### config.mk
export PLATFORM = sky130hd
export DESIGN_NAME = tmtw_ctrl
export DESIGN_NICKNAME = d
export VERILOG_FILES = /design/src/design/tmtw_pkg.sv /design/src/design/tmtw_ctrl.sv
export SDC_FILE = /design/constraint.sdc
export NUM_CORES = 1
export LEC_CHECK = 0
export BUFFER_PORTS_ARGS = -buffer_cell sky130_fd_sc_hd__buf_2
export CAP_MARGIN = 20
export CELL_PAD_IN_SITES_DETAIL_PLACEMENT = 0
export CELL_PAD_IN_SITES_GLOBAL_PLACEMENT = 1
export CORE_UTILIZATION = 22
export DETAILED_ROUTE_END_ITERATION = 7
export GPL_TIMING_DRIVEN = 0
export PLACE_DENSITY = 0.78
export SYNTH_ARGS = -nofsm -noshare
export SYNTH_HDL_FRONTEND = slang
export SYNTH_SLANG_ARGS = --single-unit
### constraint.sdc
create_clock -name i_clk -period 1.4 [get_ports i_clk]
set_input_delay 0.07 -clock i_clk [delete_from_list [all_inputs] [get_ports i_clk]]
set_output_delay 0.07 -clock i_clk [all_outputs]
set_load 0.005 [all_outputs]
### src/design/tmtw_pkg.sv
`default_nettype none
package tmtw_pkg;

    localparam int COLUMNS = 80;
    localparam int ROWS    = 25;
    localparam int CELLS   = ROWS * COLUMNS;

    localparam int COL_W  = 7;
    localparam int ROW_W  = 5;
    localparam int ADDR_W = $clog2(CELLS);

    localparam logic [1:0] OP_PUT   = 2'd0;
    localparam logic [1:0] OP_CLEAR = 2'd1;
    localparam logic [1:0] OP_READ  = 2'd2;

    localparam logic [7:0] SPACE_CHAR   = 8'h20;
    localparam logic [7:0] NEWLINE_CHAR = 8'h0A;
    localparam logic [7:0] INIT_ATTR    = 8'h07;

    typedef struct packed {
        logic latch;
        logic cnt_clr;
        logic cnt_inc;
        logic wr_all;
        logic init_fill;
        logic wr_row;
        logic scroll_commit;
        logic wr_put;
        logic newline;
        logic rd_en;
        logic load_out;
    } t_cmd;

    typedef struct packed {
        logic op_put;
        logic op_clear;
        logic op_read;
        logic need_scroll;
        logic is_newline;
        logic cnt_last_all;
        logic cnt_last_row;
        logic out_free;
    } t_stat;

endpackage
`default_nettype wire

### src/design/tmtw_ctrl.sv
`default_nettype none
module tmtw_ctrl (
    input  wire logic           i_clk,
    input  wire logic           i_rst_n,
    input  wire logic           i_in_valid,
    input  wire tmtw_pkg::t_stat i_stat,
    output logic                o_ready,
    output tmtw_pkg::t_cmd      o_cmd
);

    typedef enum logic [2:0] {
        S_INIT,
        S_IDLE,
        S_DISPATCH,
        S_SCROLL,
        S_PUT,
        S_FILL,
        S_READ,
        S_DONE
    } t_state;

    t_state r_state;
    t_state n_state;

    assign o_ready = (r_state == S_IDLE);

    always_comb begin
        n_state = r_state;
        o_cmd   = '0;
        unique case (r_state)
            S_INIT: begin
                o_cmd.wr_all    = 1'b1;
                o_cmd.init_fill = 1'b1;
                o_cmd.cnt_inc   = 1'b1;
                if (i_stat.cnt_last_all) begin
                    n_state = S_IDLE;
                end
            end
            S_IDLE: begin
                if (i_in_valid) begin
                    o_cmd.latch = 1'b1;
                    n_state     = S_DISPATCH;
                end
            end
            S_DISPATCH: begin
                o_cmd.cnt_clr = 1'b1;
                if (i_stat.op_put) begin
                    n_state = i_stat.need_scroll ? S_SCROLL : S_PUT;
                end else if (i_stat.op_clear) begin
                    n_state = S_FILL;
                end else if (i_stat.op_read) begin
                    n_state = S_READ;
                end else begin
                    n_state = S_DONE;
                end
            end
            S_SCROLL: begin
                o_cmd.wr_row  = 1'b1;
                o_cmd.cnt_inc = 1'b1;
                if (i_stat.cnt_last_row) begin
                    o_cmd.scroll_commit = 1'b1;
                    n_state             = S_PUT;
                end
            end
            S_PUT: begin
                if (i_stat.is_newline) begin
                    o_cmd.newline = 1'b1;
                end else begin
                    o_cmd.wr_put = 1'b1;
                end
                n_state = S_DONE;
            end
            S_FILL: begin
                o_cmd.wr_all  = 1'b1;
                o_cmd.cnt_inc = 1'b1;
                if (i_stat.cnt_last_all) begin
                    n_state = S_DONE;
                end
            end
            S_READ: begin
                o_cmd.rd_en = 1'b1;
                n_state     = S_DONE;
            end
            S_DONE: begin
                if (i_stat.out_free) begin
                    o_cmd.load_out = 1'b1;
                    n_state        = S_IDLE;
                end
            end
            default: begin
                n_state = S_IDLE;
            end
        endcase
    end

    always_ff @(posedge i_clk) begin
        if (!i_rst_n) begin
            r_state <= S_INIT;
        end else begin
            r_state <= n_state;
        end
    end

endmodule
`default_nettype wire

==> results.md <==
* Top delay family on crit path: simple AND/OR/NAND/NOR gates
* Crit path arrival time at 1.53 ns
* Core Rows at 13
* Grt total ovfl at 0
* Most frequent cell after synthesis: nor2_1
* I/O pin cnt at 23
* Worst Setup End Kind: flip-flop
* Ant. Diodes at 0
* Final core utilization at 40.57%
* Min Hold Slack at 0.1041 ns
* Placed Cells at 87
* Non-Filler Instances at 94
* Pwr Total at 0.9767 mW
* TritonCTS clock tree: built
* DRC at 0
* Synth Instances at 50
* R2R Path End: r_state[1]$_SDFFE_PN0P_
* Crit path kind: flip-flop to flip-flop
* Post-synth top area share at 17.58%
* Slew @ Worst Pin at 0.3271 ns
* Vias per cell at 4.702
* Tot GR Track Use at 10.76%
* CP Depth at 4
* Post-layout nets at 91
* Largest regs: r_state: 3 flops
* Post-route setup TNS at -0.04615 ns
* Routed via count at 442
* Largest net degree at the start of global routing at 11
* Die area at 1714 um^2
* First-pass GRT wire length at 1490 um
* Die height at 41.41 um
* Final period util at 102.1%
* Max stage delay on crit path at 0.55 ns
* Post-Synth XOR/XNOR Area at 0%
* Synth warnings at 0
* Seq/Total Area, Yosys at 17.58%
* Synth Area in Adders at 0%
* Worst path required time at 1.50 ns
* Final critical-path required period at 1.430 ns
* Crit path to: r_state[1]$_SDFFE_PN0P_
* Core ar. at 1366 um^2
* Placed Area at 475.5 um^2
* Post-DRT Antenna Nets at 0
* DP HPWL at 704.1 um
* Initial antenna violation count at 0
* Seq cells post-synth at 3
* Unique masters post-synth at 22
* Pwr/cell area at 1762 nW/um^2
* Worst Hold Class: primary input to flip-flop
* Max clock buf depth at 2
* Post-route setup slack at -0.02969 ns
* Area fraction in compound gates after synthesis at 12.45%
* Buffers on Ports at 22
* Vias in the first global route at 374
* DR pass1 iterations at 4
* Main combinational cell family by area after synthesis: simple AND/OR/NAND/NOR gates
* Clock sink count at 3
* Starting Density at 25.00%
* Num CTS Buffers at 3
* Synth async-reset ratio at 0%
* Mapped cell area at 341.6 um^2
* Critical path buffer and inverter count at 0
* Layout cell share with drive strength beyond 1 at 51.90%
* Layout Cell Area excl Fill at 554.3 um^2
* Layout area overhead at 62.27%
* Post-synth top cells: 8 x nor2_1, 7 x nand2_1
* Largest register FFs at 3
* R2R setup slack at -0.03 ns
* WL/cell at 10.83 um
* Slew Viols, Final at 0
* Max-Slew Margin vs Limit at 78.10%
* EDFF count, synth at 0
* Placer Congestion at 0.7271
* Register Area at 63.81 um^2
* Area of the multi-input gates at 276.5 um^2
* Top FF cell, synth: dfxtp_1
* Dominant cell type by area after synthesis: dfxtp_1
* Worst slack at placement at -0.06515 ns
* RSZ-0062 raised after global routing: yes
* Failing checks: setup timing
* Synth Area per Inst at 6.832 um^2
* Reg2reg path depth at 4
* Synth Area in Simple Gates at 59.34%
* Critical Path Fanout Max at 2
* Synth area leaders: dfxtp_1 18%, nor2_1 8.8%, nand2_1 7.7%
* CP startpoint: r_state[2]$_SDFFE_PN0P_
* Die Wd at 41.41 um
* Outcome: complete, but fails checks
* Fmax at 699.5 MHz
* Worst VDD drop at 0.0005311 V
* Skew-Pair Late Insertion Delay at 0.22 ns
* Syn_nets at 61
* Post-synthesis mux area share at 2.930%
* Reg2reg start: r_state[2]$_SDFFE_PN0P_
* Most flops, register: r_state
* Crit path cell chain: or4_4, o31a_1, nor3b_4, mux2i_1
* Final Routed Wirelength at 1018 um
* Hold path start: i_rst_n
* Crit path max-delay cell type: or4_4
* Final setup violation count at 3
* Clk_skew at 0.0003450 ns
* Fin. Hold Viols at 0
* Worst-path clk slew at 0.04 ns
* Fillers at 158
* Clock root buffer: clkbuf_4
* Initial drt markers at 7
* CP startpoint kind: flip-flop
* Static Leak at 0.2804 nW
* H-Tree Level Count at 1
* Number of max-cap violations at 0
area by class of cell:
type                    instances  share of cell area, %
well taps                      15                  3.386
repair buffers                 26                  25.28
plain buffers                   2                  3.837
inverters                       2                  1.354
clock buffers                   4                  4.740
flip-flops and latches          3                  11.51
multi-input cells              42                  49.89
kinds of logic after synthesis:
| logic type | count (synthesis) |
|---|---|
| compound gates | 6 |
| flops | 3 |
| buf+inv | 5 |
| mux | 1 |
| simple gates | 35 |
layer usage:
metal	global-route usage (%)	share of wire (%)
met5	0	0
met4	3.871	0
met3	1.304	4.7
met2	17.81	50
met1	14.21	45
cell usage in the layout (no fill, tap or decap), types with 3 or more instances in the layout:
master	instances
buf_2	22
buf_4	5
clkbuf_4	3
nand2_1	7
nand2b_1	3
nor2_1	8
nor2b_1	3
power by group:
group / switching [mW] / leakage [nW] / internal, mW
Combinational: 0.288 / 0.240 / 0.377
Clock: 0.0416 / 0.0150 / 0.107
Sequential: 0.0437 / 0.0254 / 0.120
worst register-to-register path: stages (launching register included):
cell and delay [ns]:
dfxtp_1 0.31, or4_4 0.55, o31a_1 0.14, nor3b_4 0.17
mux2i_1 0.13
worst min path at each step:
stage / to / slack, ns / depth (start not counted)
after detailed placement: r_state[0]$_SDFFE_PN0P_ / 0.33 / 3
after global routing: r_state[0]$_SDFFE_PN0P_ / 0.12 / 3
after global placement: r_state[0]$_SDFFE_PN0P_ / 0.33 / 3
after floorplan: o_cmd[3] / 0.17 / 1
after CTS: r_state[0]$_SDFFE_PN0P_ / 0.1 / 3
final: r_state[0]$_SDFFE_PN0P_ / 0.10 / 3
repair_timing:
item	CTS	global route
cloned	0	0
hold buffers	0	0
gates resized for setup	9	3
pin swaps	0	0
endpoints found under the setup margin	10	4
endpoints found under the hold margin	0	0
buffers inserted	3	1
(Power assumes the default switching activity.)
